## config.mk

```make
export PLATFORM = sky130hd
export DESIGN_NAME = stop_and_wait_receiver_unit_flat
export DESIGN_NICKNAME = d
export VERILOG_FILES = /design/src/sawr_pkg.sv /design/src/sawr_req_if.sv /design/src/sawr_rsp_if.sv /design/src/stop_and_wait_receiver_unit.sv /design/src/flat_wrapper.sv
export SDC_FILE = /design/constraint.sdc
export NUM_CORES = 1
export LEC_CHECK = 0
export ABC_CLOCK_PERIOD_IN_PS = 10150
export BUFFER_PORTS_ARGS = -buffer_cell sky130_fd_sc_hd__buf_2
export CAP_MARGIN = 25
export CORE_MARGIN = 1.5
export CORE_UTILIZATION = 40
export CTS_CLUSTER_SIZE = 8
export DETAILED_ROUTE_END_ITERATION = 7
export PLACE_DENSITY_LB_ADDON = 0.3
export SYNTH_ARGS = -nofsm -noshare
export SYNTH_HDL_FRONTEND = slang
export SYNTH_SLANG_ARGS = --single-unit
```

## constraint.sdc

```tcl
create_clock -name clock -period 10.15 [get_ports clock]
set_input_delay 1.015 -clock clock [delete_from_list [all_inputs] [get_ports clock]]
set_output_delay 1.015 -clock clock [all_outputs]
set_load 0.005 [all_outputs]
```

## src/sawr_pkg.sv

```systemverilog
// Shared types, constants and helper functions of the stop-and-wait receiver.
// No dependencies; the top level of the block imports this package.
package sawr_pkg;

   // Largest payload, in bytes, that a datagram may carry behind its header.
   localparam int MAX_PAYLOAD = 4096;

   // Header layout: checksum, length, flag and sequence, six bytes in all.
   localparam int HDR_BYTES = 6;

   // Width of the per-packet byte counter and the value at which it saturates.
   localparam int OFFSET_W = 13;
   localparam logic [OFFSET_W-1:0] OFFSET_SAT = '1;

   // Byte positions of the header fields.
   localparam logic [OFFSET_W-1:0] POS_LEN_LO = OFFSET_W'(2);
   localparam logic [OFFSET_W-1:0] POS_LEN_HI = OFFSET_W'(3);
   localparam logic [OFFSET_W-1:0] POS_FLAG   = OFFSET_W'(4);
   localparam logic [OFFSET_W-1:0] POS_SEQ    = OFFSET_W'(5);

   // Flag codes as they appear in the received flag byte.
   localparam logic [7:0] FLAG_DATA = 8'h00;
   localparam logic [7:0] FLAG_END  = 8'h07;

   // Flag codes carried by a reply.
   localparam logic [2:0] REPLY_RESEND = 3'h1;
   localparam logic [2:0] REPLY_ACK    = 3'h2;
   localparam logic [2:0] REPLY_END    = 3'h7;

   // A ones-complement sum that is all ones marks a good checksum.
   localparam logic [15:0] SUM_GOOD = 16'hffff;

   typedef enum logic [1:0] {
      VERDICT_ACK    = 2'd0,
      VERDICT_RESEND = 2'd1,
      VERDICT_END    = 2'd2
   } verdict_type;

   // 16-bit ones-complement addition with end-around carry.
   function automatic logic [15:0] oc_add(input logic [15:0] a, input logic [15:0] b);
      logic [16:0] s;
      s = {1'b0, a} + {1'b0, b};
      return s[16] ? (s[15:0] + 16'd1) : s[15:0];
   endfunction

   // Adds a length to the running byte total, saturating at all ones.
   function automatic logic [31:0] sat_add(input logic [31:0] total,
                                           input logic [15:0] len);
      logic [32:0] t;
      t = {1'b0, total} + {17'b0, len};
      return t[32] ? '1 : t[31:0];
   endfunction

endpackage

```

## src/sawr_req_if.sv

```systemverilog
// Input channel of the stop-and-wait receiver: one datagram byte per beat.
// No dependencies.
interface sawr_req_if;
   logic       valid;
   logic       ready;
   logic [7:0] rx_byte;
   logic       last_byte;

   modport source (output valid, output rx_byte, output last_byte, input ready);
   modport sink   (input valid, input rx_byte, input last_byte, output ready);
endinterface

```

## src/sawr_rsp_if.sv

```systemverilog
// Reply channel of the stop-and-wait receiver: one reply header per beat.
// No dependencies.
interface sawr_rsp_if;
   logic        valid;
   logic        ready;
   logic [1:0]  verdict;
   logic [2:0]  reply_flag;
   logic [7:0]  reply_seq;
   logic [15:0] reply_length;
   logic [15:0] reply_checksum;
   logic [31:0] delivered_total;

   modport source (output valid, output verdict, output reply_flag, output reply_seq,
                   output reply_length, output reply_checksum, output delivered_total,
                   input ready);
   modport sink   (input valid, input verdict, input reply_flag, input reply_seq,
                   input reply_length, input reply_checksum, input delivered_total,
                   output ready);
endinterface

```

## src/stop_and_wait_receiver_unit.sv

```systemverilog
// Top level of the stop-and-wait receiver: byte-serial header parse, checksum and reply.
// Depends on sawr_pkg, sawr_req_if and sawr_rsp_if.
//
//   Channel    Direction  Beat contents
//   req_chan   in         rx_byte, last_byte (one datagram byte)
//   rsp_chan   out        verdict, reply_flag, reply_seq, reply_length,
//                         reply_checksum, delivered_total (one reply)
//
// One byte is taken per cycle. A byte is captured in the input register and folded
// into the packet state when the input stage moves on; the same edge loads the result
// register with the reply to a last byte, which is then offered on rsp_chan. The rate
// is set by the single result register: the input stage moves on whenever that
// register is empty or is being read.
// Reset is synchronous and active high; it clears the packet state, the expected
// sequence number and the byte total. While a reply is stalled, one more byte is
// still taken into the input register and then the input side waits.
module stop_and_wait_receiver_unit (
   input logic       clock,
   input logic       reset,
   sawr_req_if.sink   req_chan,
   sawr_rsp_if.source rsp_chan
);
   import sawr_pkg::*;

   // Highest byte position, counted from zero, that the last byte may take.
   localparam int LAST_POS_MAX = HDR_BYTES - 1 + MAX_PAYLOAD;

   // Input register.
   logic       beat_valid_ff, beat_valid_in;
   logic [7:0] beat_byte_ff,  beat_byte_in;
   logic       beat_last_ff,  beat_last_in;

   // Per-packet state.
   logic [OFFSET_W-1:0] offset_ff,  offset_in;
   logic [15:0]         run_sum_ff, run_sum_in;
   logic [15:0]         hdr_sum_ff, hdr_sum_in;
   logic [7:0]          pending_ff, pending_in;
   logic [15:0]         length_ff,  length_in;
   logic [7:0]          flag_ff,    flag_in;
   logic [7:0]          seq_ff,     seq_in;

   // Session state.
   logic [7:0]  expected_ff, expected_in;
   logic [31:0] total_ff,    total_in;

   // Result register.
   logic        rsp_valid_ff,    rsp_valid_in;
   verdict_type rsp_verdict_ff,  rsp_verdict_in;
   logic [2:0]  rsp_flag_ff,     rsp_flag_in;
   logic [7:0]  rsp_seq_ff,      rsp_seq_in;
   logic [15:0] rsp_length_ff,   rsp_length_in;
   logic [15:0] rsp_checksum_ff, rsp_checksum_in;
   logic [31:0] rsp_total_ff,    rsp_total_in;

   logic        advance;
   logic        step;
   logic        emit;
   logic        counting;
   logic [15:0] word;
   logic [15:0] sum_all;
   logic [7:0]  seq_eff;
   logic [15:0] hdr_eff;
   logic        size_ok;
   logic [31:0] total_plus;

   // The input stage moves whenever the result register can take a new value.
   assign advance       = !rsp_valid_ff || rsp_chan.ready;
   assign req_chan.ready = !beat_valid_ff || advance;
   assign step          = beat_valid_ff && advance;

   always_comb begin
      beat_valid_in = beat_valid_ff;
      beat_byte_in  = beat_byte_ff;
      beat_last_in  = beat_last_ff;
      if (req_chan.ready) begin
         beat_valid_in = req_chan.valid;
         beat_byte_in  = req_chan.rx_byte;
         beat_last_in  = req_chan.last_byte;
      end
   end

   // An odd position closes a word with the waiting low byte. An even position that
   // ends the packet counts as a word whose high byte is zero. One adder serves both.
   assign counting   = (offset_ff != OFFSET_SAT);
   assign word       = offset_ff[0] ? {beat_byte_ff, pending_ff} : {8'h00, beat_byte_ff};
   assign sum_all    = oc_add(run_sum_ff, word);
   assign seq_eff    = (offset_ff == POS_SEQ) ? beat_byte_ff : seq_ff;
   assign hdr_eff    = (offset_ff == POS_SEQ) ? sum_all : hdr_sum_ff;
   assign total_plus = sat_add(total_ff, length_ff);

   // The packet needs a full header, must stay below the counter's saturation and
   // must not exceed the largest payload.
   assign size_ok = (offset_ff >= POS_SEQ) && (offset_ff < (OFFSET_SAT - OFFSET_W'(1)))
                    && (32'(offset_ff) <= 32'(LAST_POS_MAX));

   always_comb begin
      offset_in       = offset_ff;
      run_sum_in      = run_sum_ff;
      hdr_sum_in      = hdr_sum_ff;
      pending_in      = pending_ff;
      length_in       = length_ff;
      flag_in         = flag_ff;
      seq_in          = seq_ff;
      expected_in     = expected_ff;
      total_in        = total_ff;
      emit            = 1'b0;
      rsp_verdict_in  = rsp_verdict_ff;
      rsp_flag_in     = rsp_flag_ff;
      rsp_seq_in      = rsp_seq_ff;
      rsp_length_in   = rsp_length_ff;
      rsp_total_in    = rsp_total_ff;

      if (step) begin
         if (counting) begin
            if (offset_ff[0]) begin
               run_sum_in = sum_all;
            end else begin
               pending_in = beat_byte_ff;
            end
            if (offset_ff == POS_LEN_LO) length_in[7:0]  = beat_byte_ff;
            if (offset_ff == POS_LEN_HI) length_in[15:8] = beat_byte_ff;
            if (offset_ff == POS_FLAG)   flag_in         = beat_byte_ff;
            if (offset_ff == POS_SEQ) begin
               seq_in     = beat_byte_ff;
               hdr_sum_in = sum_all;
            end
            offset_in = offset_ff + OFFSET_W'(1);
         end

         if (beat_last_ff) begin
            offset_in  = '0;
            run_sum_in = '0;
            hdr_sum_in = '0;
            pending_in = '0;
            length_in  = '0;
            flag_in    = '0;
            seq_in     = '0;

            if (size_ok) begin
               if (flag_ff == FLAG_END) begin
                  // An end packet only needs a good header; its payload is ignored.
                  if (hdr_eff == SUM_GOOD) begin
                     emit           = 1'b1;
                     rsp_verdict_in = VERDICT_END;
                     rsp_flag_in    = REPLY_END;
                     rsp_seq_in     = seq_eff;
                     rsp_length_in  = length_ff;
                     rsp_total_in   = total_ff;
                     total_in       = '0;
                     expected_in    = '0;
                  end
               end else if (flag_ff == FLAG_DATA && sum_all == SUM_GOOD) begin
                  emit          = 1'b1;
                  rsp_length_in = '0;
                  if (seq_eff != expected_ff) begin
                     rsp_verdict_in = VERDICT_RESEND;
                     rsp_flag_in    = REPLY_RESEND;
                     rsp_seq_in     = seq_eff;
                     rsp_total_in   = total_ff;
                  end else begin
                     rsp_verdict_in = VERDICT_ACK;
                     rsp_flag_in    = REPLY_ACK;
                     rsp_seq_in     = expected_ff;
                     rsp_total_in   = total_plus;
                     total_in       = total_plus;
                     expected_in    = expected_ff + 8'd1;
                  end
               end
            end
         end
      end
   end

   // The reply checksum covers the length word and the flag/sequence word.
   assign rsp_checksum_in = ~oc_add(rsp_length_in, {rsp_seq_in, 5'b0, rsp_flag_in});

   always_comb begin
      rsp_valid_in = rsp_valid_ff;
      if (emit) begin
         rsp_valid_in = 1'b1;
      end else if (rsp_chan.ready) begin
         rsp_valid_in = 1'b0;
      end
   end

   always_ff @(posedge clock) begin
      if (reset) begin
         beat_valid_ff <= 1'b0;
         offset_ff     <= '0;
         run_sum_ff    <= '0;
         hdr_sum_ff    <= '0;
         pending_ff    <= '0;
         length_ff     <= '0;
         flag_ff       <= '0;
         seq_ff        <= '0;
         expected_ff   <= '0;
         total_ff      <= '0;
         rsp_valid_ff  <= 1'b0;
      end else begin
         beat_valid_ff <= beat_valid_in;
         offset_ff     <= offset_in;
         run_sum_ff    <= run_sum_in;
         hdr_sum_ff    <= hdr_sum_in;
         pending_ff    <= pending_in;
         length_ff     <= length_in;
         flag_ff       <= flag_in;
         seq_ff        <= seq_in;
         expected_ff   <= expected_in;
         total_ff      <= total_in;
         rsp_valid_ff  <= rsp_valid_in;
      end
   end

   // Payload registers carry no reset.
   always_ff @(posedge clock) begin
      beat_byte_ff <= beat_byte_in;
      beat_last_ff <= beat_last_in;
      if (emit) begin
         rsp_verdict_ff  <= rsp_verdict_in;
         rsp_flag_ff     <= rsp_flag_in;
         rsp_seq_ff      <= rsp_seq_in;
         rsp_length_ff   <= rsp_length_in;
         rsp_checksum_ff <= rsp_checksum_in;
         rsp_total_ff    <= rsp_total_in;
      end
   end

   assign rsp_chan.valid           = rsp_valid_ff;
   assign rsp_chan.verdict         = rsp_verdict_ff;
   assign rsp_chan.reply_flag      = rsp_flag_ff;
   assign rsp_chan.reply_seq       = rsp_seq_ff;
   assign rsp_chan.reply_length    = rsp_length_ff;
   assign rsp_chan.reply_checksum  = rsp_checksum_ff;
   assign rsp_chan.delivered_total = rsp_total_ff;

   // A held byte stays in the input register until the result side frees up.
   a_beat_held: assert property (@(posedge clock) disable iff (reset)
      beat_valid_ff && !advance |=> beat_valid_ff && $stable(beat_byte_ff))
      else $error("input beat lost while the result register was stalled");

   // Every processed last byte leaves the packet counter at zero.
   a_offset_clear: assert property (@(posedge clock) disable iff (reset)
      step && beat_last_ff |=> offset_ff == '0 && run_sum_ff == '0)
      else $error("packet state not cleared after the last byte");

   // An end reply restarts the session.
   a_end_restart: assert property (@(posedge clock) disable iff (reset)
      emit && rsp_verdict_in == VERDICT_END |=> expected_ff == '0 && total_ff == '0)
      else $error("session state not cleared after an end reply");

   // An acknowledgment reports the total that the block now holds.
   a_ack_total: assert property (@(posedge clock) disable iff (reset)
      emit && rsp_verdict_in == VERDICT_ACK |=> rsp_total_ff == total_ff
      && expected_ff == $past(expected_ff) + 8'd1)
      else $error("acknowledged total or sequence out of step");

   // A new reply is loaded only into a result register that is free.
   a_no_overwrite: assert property (@(posedge clock) disable iff (reset)
      emit |-> !rsp_valid_ff || rsp_chan.ready)
      else $error("reply overwrote one that was not yet taken");

endmodule
```

## src/flat_wrapper.sv

```systemverilog
// flat-port wrapper written by rule: the top's interface ports become plain ports
module stop_and_wait_receiver_unit_flat import sawr_pkg::*;
  (clock, reset, req_chan_valid, req_chan_rx_byte, req_chan_last_byte, req_chan_ready, rsp_chan_valid, rsp_chan_verdict, rsp_chan_reply_flag, rsp_chan_reply_seq, rsp_chan_reply_length, rsp_chan_reply_checksum, rsp_chan_delivered_total, rsp_chan_ready);
  sawr_req_if req_chan_i ();
  sawr_rsp_if rsp_chan_i ();
  input logic clock;
  input logic reset;
  input wire logic [$bits(req_chan_i.valid)-1:0] req_chan_valid;
  input wire logic [$bits(req_chan_i.rx_byte)-1:0] req_chan_rx_byte;
  input wire logic [$bits(req_chan_i.last_byte)-1:0] req_chan_last_byte;
  output wire logic [$bits(req_chan_i.ready)-1:0] req_chan_ready;
  output wire logic [$bits(rsp_chan_i.valid)-1:0] rsp_chan_valid;
  output wire logic [$bits(rsp_chan_i.verdict)-1:0] rsp_chan_verdict;
  output wire logic [$bits(rsp_chan_i.reply_flag)-1:0] rsp_chan_reply_flag;
  output wire logic [$bits(rsp_chan_i.reply_seq)-1:0] rsp_chan_reply_seq;
  output wire logic [$bits(rsp_chan_i.reply_length)-1:0] rsp_chan_reply_length;
  output wire logic [$bits(rsp_chan_i.reply_checksum)-1:0] rsp_chan_reply_checksum;
  output wire logic [$bits(rsp_chan_i.delivered_total)-1:0] rsp_chan_delivered_total;
  input wire logic [$bits(rsp_chan_i.ready)-1:0] rsp_chan_ready;
  assign req_chan_i.valid = req_chan_valid;
  assign req_chan_i.rx_byte = req_chan_rx_byte;
  assign req_chan_i.last_byte = req_chan_last_byte;
  assign req_chan_ready = req_chan_i.ready;
  assign rsp_chan_valid = rsp_chan_i.valid;
  assign rsp_chan_verdict = rsp_chan_i.verdict;
  assign rsp_chan_reply_flag = rsp_chan_i.reply_flag;
  assign rsp_chan_reply_seq = rsp_chan_i.reply_seq;
  assign rsp_chan_reply_length = rsp_chan_i.reply_length;
  assign rsp_chan_reply_checksum = rsp_chan_i.reply_checksum;
  assign rsp_chan_delivered_total = rsp_chan_i.delivered_total;
  assign rsp_chan_i.ready = rsp_chan_ready;
  stop_and_wait_receiver_unit u_core (.clock(clock), .reset(reset), .req_chan(req_chan_i), .rsp_chan(rsp_chan_i));
endmodule
```

After elaboration in Yosys (flattened, before gate mapping)
Cells that the tools add are included.
{"block": "word_totals", "inputBits": 13, "out_inout_bits": 79, "regBits": 213, "elab_cells": 135}
{"block": "classes", "n_eq_ne": 12, "n_bitwise": 1, "n_reduce_logical": 25, "magnitude_cmp": 3, "mux": 67, "addsub": 7}
{"op": "2-to-1 mux 16 bit", "n": 17}
{"op": "2-to-1 mux 32 bit", "n": 7}
{"op": "2-to-1 mux 8 bit", "n": 22}
{"op": "adder 16 x 16 -> 17 bit", "n": 2}
{"op": "adder 32 x 16 -> 33 bit", "n": 1}
{"op": "adder 16 x 1 -> 16 bit, second input constant", "n": 2}
{"op": "equality test 16 bit, second input constant", "n": 2}
{"op": "equality test 13 x 2 -> 1 bit, second input constant", "n": 2}
{"op": "equality test 13 x 3 -> 1 bit, second input constant", "n": 2}
{"op": "2-to-1 mux 13 bit", "n": 2}
{"op": "2-to-1 mux 3 bit", "n": 6}
{"op": "inverter 16 bit", "n": 1}
{"op": "AND reduction 3 bit", "n": 5}
{"op": "nonzero test 2 bit", "n": 7}
{"op": "adder 13 x 1 -> 13 bit, second input constant", "n": 1}
{"op": ">= comparator 13 x 3 -> 1 bit, second input constant", "n": 1}
{"op": "less-or-equal comparator 13 bit, second input constant", "n": 1}
{"op": "less-than comparator 13 bit, second input constant", "n": 1}
{"op": "!= test 13 bit, second input constant", "n": 1}
{"op": "AND reduction 6 bit", "n": 2}
{"op": "2-to-1 mux 1 bit", "n": 9}
{"op": "adder 8 x 1 -> 8 bit, second input constant", "n": 1}
{"op": "equality test 8 x 3 -> 1 bit, second input constant", "n": 1}
{"op": "zero test 8 bit", "n": 1}
{"op": "other kinds (9)", "n": 18}

Logic depth before layout (Yosys ltp)
{"block": "depth", "depth_word": 15, "mapped_depth": 37, "ltp_nobuf": 32}

Worst setup path before layout
OpenSTA, ideal clock, no wires.
{"block": "synth_timing", "path_kind": "register to register", "startpoint": "reg u_core.offset_ff[0]", "endpoint": "reg u_core.rsp_checksum_ff[15], in the netlist u_core.rsp_chan.reply_checksum[15] (data pin)", "required_ps": 9882, "setup_ps": 268, "arrival_ps": 7325, "slack_ps": 2557, "synth_period_minus_slack_ps": 7593, "path_buffers": 3, "path_stages_with_launch": 32, "path_cell_list": "dfxtp_1 clkbuf_1 clkbuf_1 mux2i_1 inv_1 ha_1 a21o_1 a221oi_2 nor3_1 a211oi_4 or4b_4 nor4_4 mux2i_1 a2bb2oi_2 buf_4 a41o_1 nor2_1 a21oi_1 ha_1 a21oi_1 nor2b_1 o21ai_0 nand2b_1 a21oi_1 o21bai_1 a21oi_1 inv_1 a31oi_4 a211oi_4 and2b_1 nand4_1 xnor3_1"}
{"block": "synth_via", "elab_chain_cells": 15, "word_cells_on_any_way": 40, "classes_between": "add/sub (4); order compare (3); eq/ne (4); mux (25); bitwise (1); reduce/logical (3)"}
{"element": "start: declaration", "line_no": "stop_and_wait_receiver_unit.sv:34", "rtl": "logic [OFFSET_W-1:0] offset_ff, offset_in;"}
{"element": "start signal: assignment", "line_no": "stop_and_wait_receiver_unit.sv:201", "rtl": "offset_ff <= offset_in;"}
{"element": "2-to-1 mux 16 bit", "line_no": "stop_and_wait_receiver_unit.sv:85", "rtl": "assign word = offset_ff[0] ? {beat_byte_ff, pending_ff} : {8'h00, beat_byte_ff};"}
{"element": "adder 16 x 16 -> 17 bit", "line_no": "sawr_pkg.sv:42", "rtl": "s = {1'b0, a} + {1'b0, b};"}
{"element": "adder 16 x 1 -> 16 bit", "line_no": "sawr_pkg.sv:43", "rtl": "return s[16] ? (s[15:0] + 16'd1) : s[15:0];"}
{"element": "2-to-1 mux 16 bit", "line_no": "sawr_pkg.sv:43"}
{"element": "2-to-1 mux 16 bit or equality test 16 bit (tied branches)"}
{"element": "equality test 16 bit or logical AND 1 bit (tied branches)", "line_no": "stop_and_wait_receiver_unit.sv:142, stop_and_wait_receiver_unit.sv:152"}
{"element": "2-to-1 mux 8 bit (on tied branches)", "line_no": "stop_and_wait_receiver_unit.sv:142, stop_and_wait_receiver_unit.sv:152"}
{"element": "2-to-1 mux 8 bit", "line_no": "stop_and_wait_receiver_unit.sv:140", "rtl": "if (flag_ff == FLAG_END) begin"}
{"element": "2-to-1 mux 8 bit (*)", "line_no": "stop_and_wait_receiver_unit.sv:139", "rtl": "if (size_ok) begin"}
{"element": "2-to-1 mux 8 bit (*)", "line_no": "stop_and_wait_receiver_unit.sv:130", "rtl": "if (beat_last_ff) begin"}
{"element": "2-to-1 mux 8 bit (*)", "line_no": "stop_and_wait_receiver_unit.sv:113", "rtl": "if (step) begin"}
{"element": "net u_core.rsp_seq_in[2]", "line_no": "stop_and_wait_receiver_unit.sv:50", "rtl": "logic [7:0] rsp_seq_ff, rsp_seq_in;"}
{"element": "adder 16 x 16 -> 17 bit (*)", "line_no": "sawr_pkg.sv:42"}
{"element": "adder 16 x 1 -> 16 bit", "line_no": "sawr_pkg.sv:43"}
{"element": "2-to-1 mux 16 bit (*)", "line_no": "sawr_pkg.sv:43"}
{"element": "inverter 16 bit (*)", "line_no": "stop_and_wait_receiver_unit.sv:175", "rtl": "assign rsp_checksum_in = ~oc_add(rsp_length_in, {rsp_seq_in, 5'b0, rsp_flag_in});"}
{"element": "net u_core.rsp_checksum_in[15]", "line_no": "stop_and_wait_receiver_unit.sv:52", "rtl": "logic [15:0] rsp_checksum_ff, rsp_checksum_in;"}
{"element": "end signal: assignment", "line_no": "stop_and_wait_receiver_unit.sv:223", "rtl": "rsp_checksum_ff <= rsp_checksum_in;"}
{"element": "end: declaration", "line_no": "stop_and_wait_receiver_unit.sv:52"}
The timed path passes the listed nets; every way through them passes the cells marked *.
A chain may end at the register's enable or synchronous reset.

Final worst setup path
Same ends and word-level chain as after synthesis.

==> run metrics <==
slowest library cell on the worst path dfxtp_1; status finished clean; sequential share of the synthesized area between 40% and 50%; die area 32900 µm²; Post-CTS Setup Inserts 0; post_cts resized 0; Final Hold Viols 0; Root Driver clkbuf_16; Overflow after GRT 0; Area Growth Syn to Fin 13.3%; VDD IR max about 0.16 mV; initial antenna violation count 0; Clk pin slew, worst setup/hold paths 0.05 ns; hold-fix buffers at CTS 0; Skew-Pair Late Insertion Delay 0.57 ns; syn nets roughly 1500; multi-input logic area just over 7000 µm²; period utilization about 86%; fill count roughly 3100; DR pass1 iterations 5; post-synthesis cell type count 103; Setup-failing EPs final 0; Largest stage delay, worst path roughly 0.9 ns; total power 1.94 mW; Switching Fraction roughly a quarter; MaxCap Viol Count 0; clock buffer depth 3; Mean Syn Cell Area a little under 9 µm²; pin count of the biggest net entering global routing 60; unrepaired setup endpoints after global routing no; H-tree levels 1; clock share of power 48.9%; critical path required time between 10 and 15 ns; CP max FO 23; critical path class register to register; crit path launch type register; I/O Buffers 91; Nets about 1600; finished layout cell area 14400 µm²; Worst Max-Slew Pin Slew 1.08 ns; Final Routed Wirelength 35300 µm; Power Dens Cells 134 nW/µm²; remaining antenna violation count 0; GR Util All Layers between 20% and 30%; most frequent cell after synthesis nor2_1; Vias/cell approximately 5.8; Synth area leader edfxtp_1; data arrival time of the worst path between 8 and 9 ns; total vias in the final route about 11000; Post-DP HPWL between 20000 and 30000 µm; Worst R2R Path Depth 31; vias in the first global route roughly 10000; sw power roughly 0.45 mW; synthesized cell area between 10000 and 15000 µm²; Top FF cell, synth dfxtp_1; DIE HEIGHT 181 µm; Yosys top cell area share roughly a fifth; top cells by area, synth edfxtp_1, dfxtp_1, nor2_1, ha_1, nand2_1; Post-synth EDFFs 86; HP Class register to register; dpl cell area between 10000 and 15000 µm²; Worst Hold Depth 2; Die X roughly 180 µm; cells after synthesis approximately 1400; Ant. Diodes 0; flops & latches, synth 213; fraction of layout cells with a size suffix above 1 13.5%; first-pass GRT wire length 55600 µm; setup_tns 0 ns; Synth Warn # 0; Comb power frac 4.8%; IO Count just over 90; commonest cells in the netlist nor2_1, nand2_1, dfxtp_1; CTS Sinks about 210; CTS tree built; most frequent CP cell a21oi_1; FF/Latch Area slightly above 5000 µm²; fraction of registers with async set/reset 0%; sequential share of power about 46%; initial DRC count a little over 1000; Starting Density about two fifths; core area ~31000 µm²; wire length per cell 18.2 µm; Final min period just under 9 ns; Core Rows 65; total CTS buffers 31; CP endpoint kind register; final estimated routing congestion in global placement 0.889; Max Freq 115 MHz; DRC viols 0; Pins Over Slew Limit 0; leakage approximately 5.3 nW; Power Internal ~1.5 mW; slew margin rel. 28.0%; Final Skew a little under 0.03 ns
[stage by stage]
step           worst slack [ns]  cells  hold WS (ns)  util (%)
5_1_grt                   0.734   1945         0.491      45.9
2_1_floorplan              2.56   1449         0.427         -
4_1_cts                    1.62   1943         0.471      45.8
6_report                   1.46   1945         0.467      45.9
3_3_place_gp               1.87   1887         0.452      43.0
3_5_place_dp               1.67   1888         0.459      43.0
[layout make-up]
cell class | instances | share of cell area, %
Clock inverter | 3 | 0.217
Timing Repair Buffer | 110 | 4.14
Tap cell | 402 | 3.49
Multi-Input combinational cell | 1125 | 49.7
Sequential cell | 213 | 35.5
Clock buffer | 52 | 5.92
Inverter | 40 | 1.04
[critical path: cells and delay by family, from the launching register on]
family	cells	cell delay [ns]
xor+xnor	1	0.21
compound gates	12	2.80
fa+ha+maj	2	0.81
flops	1	0.88
mux	2	0.65
buf+inv	2	0.39
simple gates	12	2.69
[logic make-up (layout without fill, tap and decap cells)]
| logic type | Yosys count | after routing | share of synthesized area (%) |
|---|---|---|---|
| DFF | 213 | 213 | 40.2 |
| muxes | 31 | 31 | 2.58 |
| xor gates and xnor gates | 72 | 72 | 5.12 |
| and+or+nand+nor | 572 | 572 | 22.1 |
| adders and majority gates | 53 | 53 | 5.38 |
| buffers and inverters | 111 | 205 | 3.61 |
| AOI/OAI and AO/OA | 397 | 397 | 20.9 |
[flip-flops by register name, summed over array words and instances (netlist names), 2 cells and up]
name and cells:
u_core.beat_byte_ff 8, u_core.expected_ff 8, u_core.flag_ff 8, u_core.hdr_sum_ff 16, u_core.length_ff 16, u_core.offset_ff 13, u_core.pending_ff 8, u_core.rsp_chan.delivered_total 32
u_core.rsp_chan.reply_checksum 16, u_core.rsp_chan.reply_flag 3, u_core.rsp_chan.reply_length 16, u_core.rsp_chan.reply_seq 8, u_core.rsp_chan.verdict 2, u_core.run_sum_ff 16, u_core.seq_ff 8, u_core.total_ff 32
[routing by layer]
metal	share of wire (%)	global-route usage, %	routed length (µm)
met1	48	29.6	17100
met2	44	33.5	15700
met3	4.8	2.43	1690
met4	2.5	5.97	874
met5	0	0	0
[power by group through the flow]
| stage | combinational (mW) | sequential, mW | clock, mW |
|---|---|---|---|
| after detailed placement | 0.0901 | 0.917 | 0 |
| after CTS | 0.0903 | 0.900 | 0.961 |
| final | 0.0922 | 0.900 | 0.949 |
| after global routing | 0.0996 | 0.900 | 0.999 |
| after floorplan | 0.0702 | 0.910 | 0 |
| after global placement | 0.0882 | 0.917 | 0 |
[cell usage in the layout (no fill, tap or decap), drive strengths merged, types with 23 or more instances in the layout]
| master | count |
|---|---|
| inv | 42 |
| a21oi | 92 |
| edfxtp | 86 |
| nand3 | 44 |
| o21ai | 107 |
| a22oi | 29 |
| ha | 50 |
| nor2 | 180 |
| xor2 | 37 |
| buf | 109 |
| nor3 | 37 |
| clkbuf | 53 |
| and2 | 23 |
| a31oi | 42 |
| and3 | 25 |
| xnor2 | 34 |
| dfxtp | 127 |
| nand2 | 141 |
[final timing paths]
path | endpoint | from | slack (ns)
setup reg to reg | u_core.rsp_chan.reply_checksum[15]$_DFFE_PP_ | u_core.offset_ff[0]$_SDFFE_PP0P_ | 1.46
hold reg to reg | u_core.hdr_sum_ff[5]$_SDFFE_PP0P_ | u_core.hdr_sum_ff[5]$_SDFFE_PP0P_ | 0.47
hold / removal | u_core.hdr_sum_ff[5]$_SDFFE_PP0P_ | u_core.hdr_sum_ff[5]$_SDFFE_PP0P_ | 0.47
setup / recovery | u_core.rsp_chan.reply_checksum[15]$_DFFE_PP_ | u_core.offset_ff[0]$_SDFFE_PP0P_ | 1.46
(Power assumes the default switching activity.)
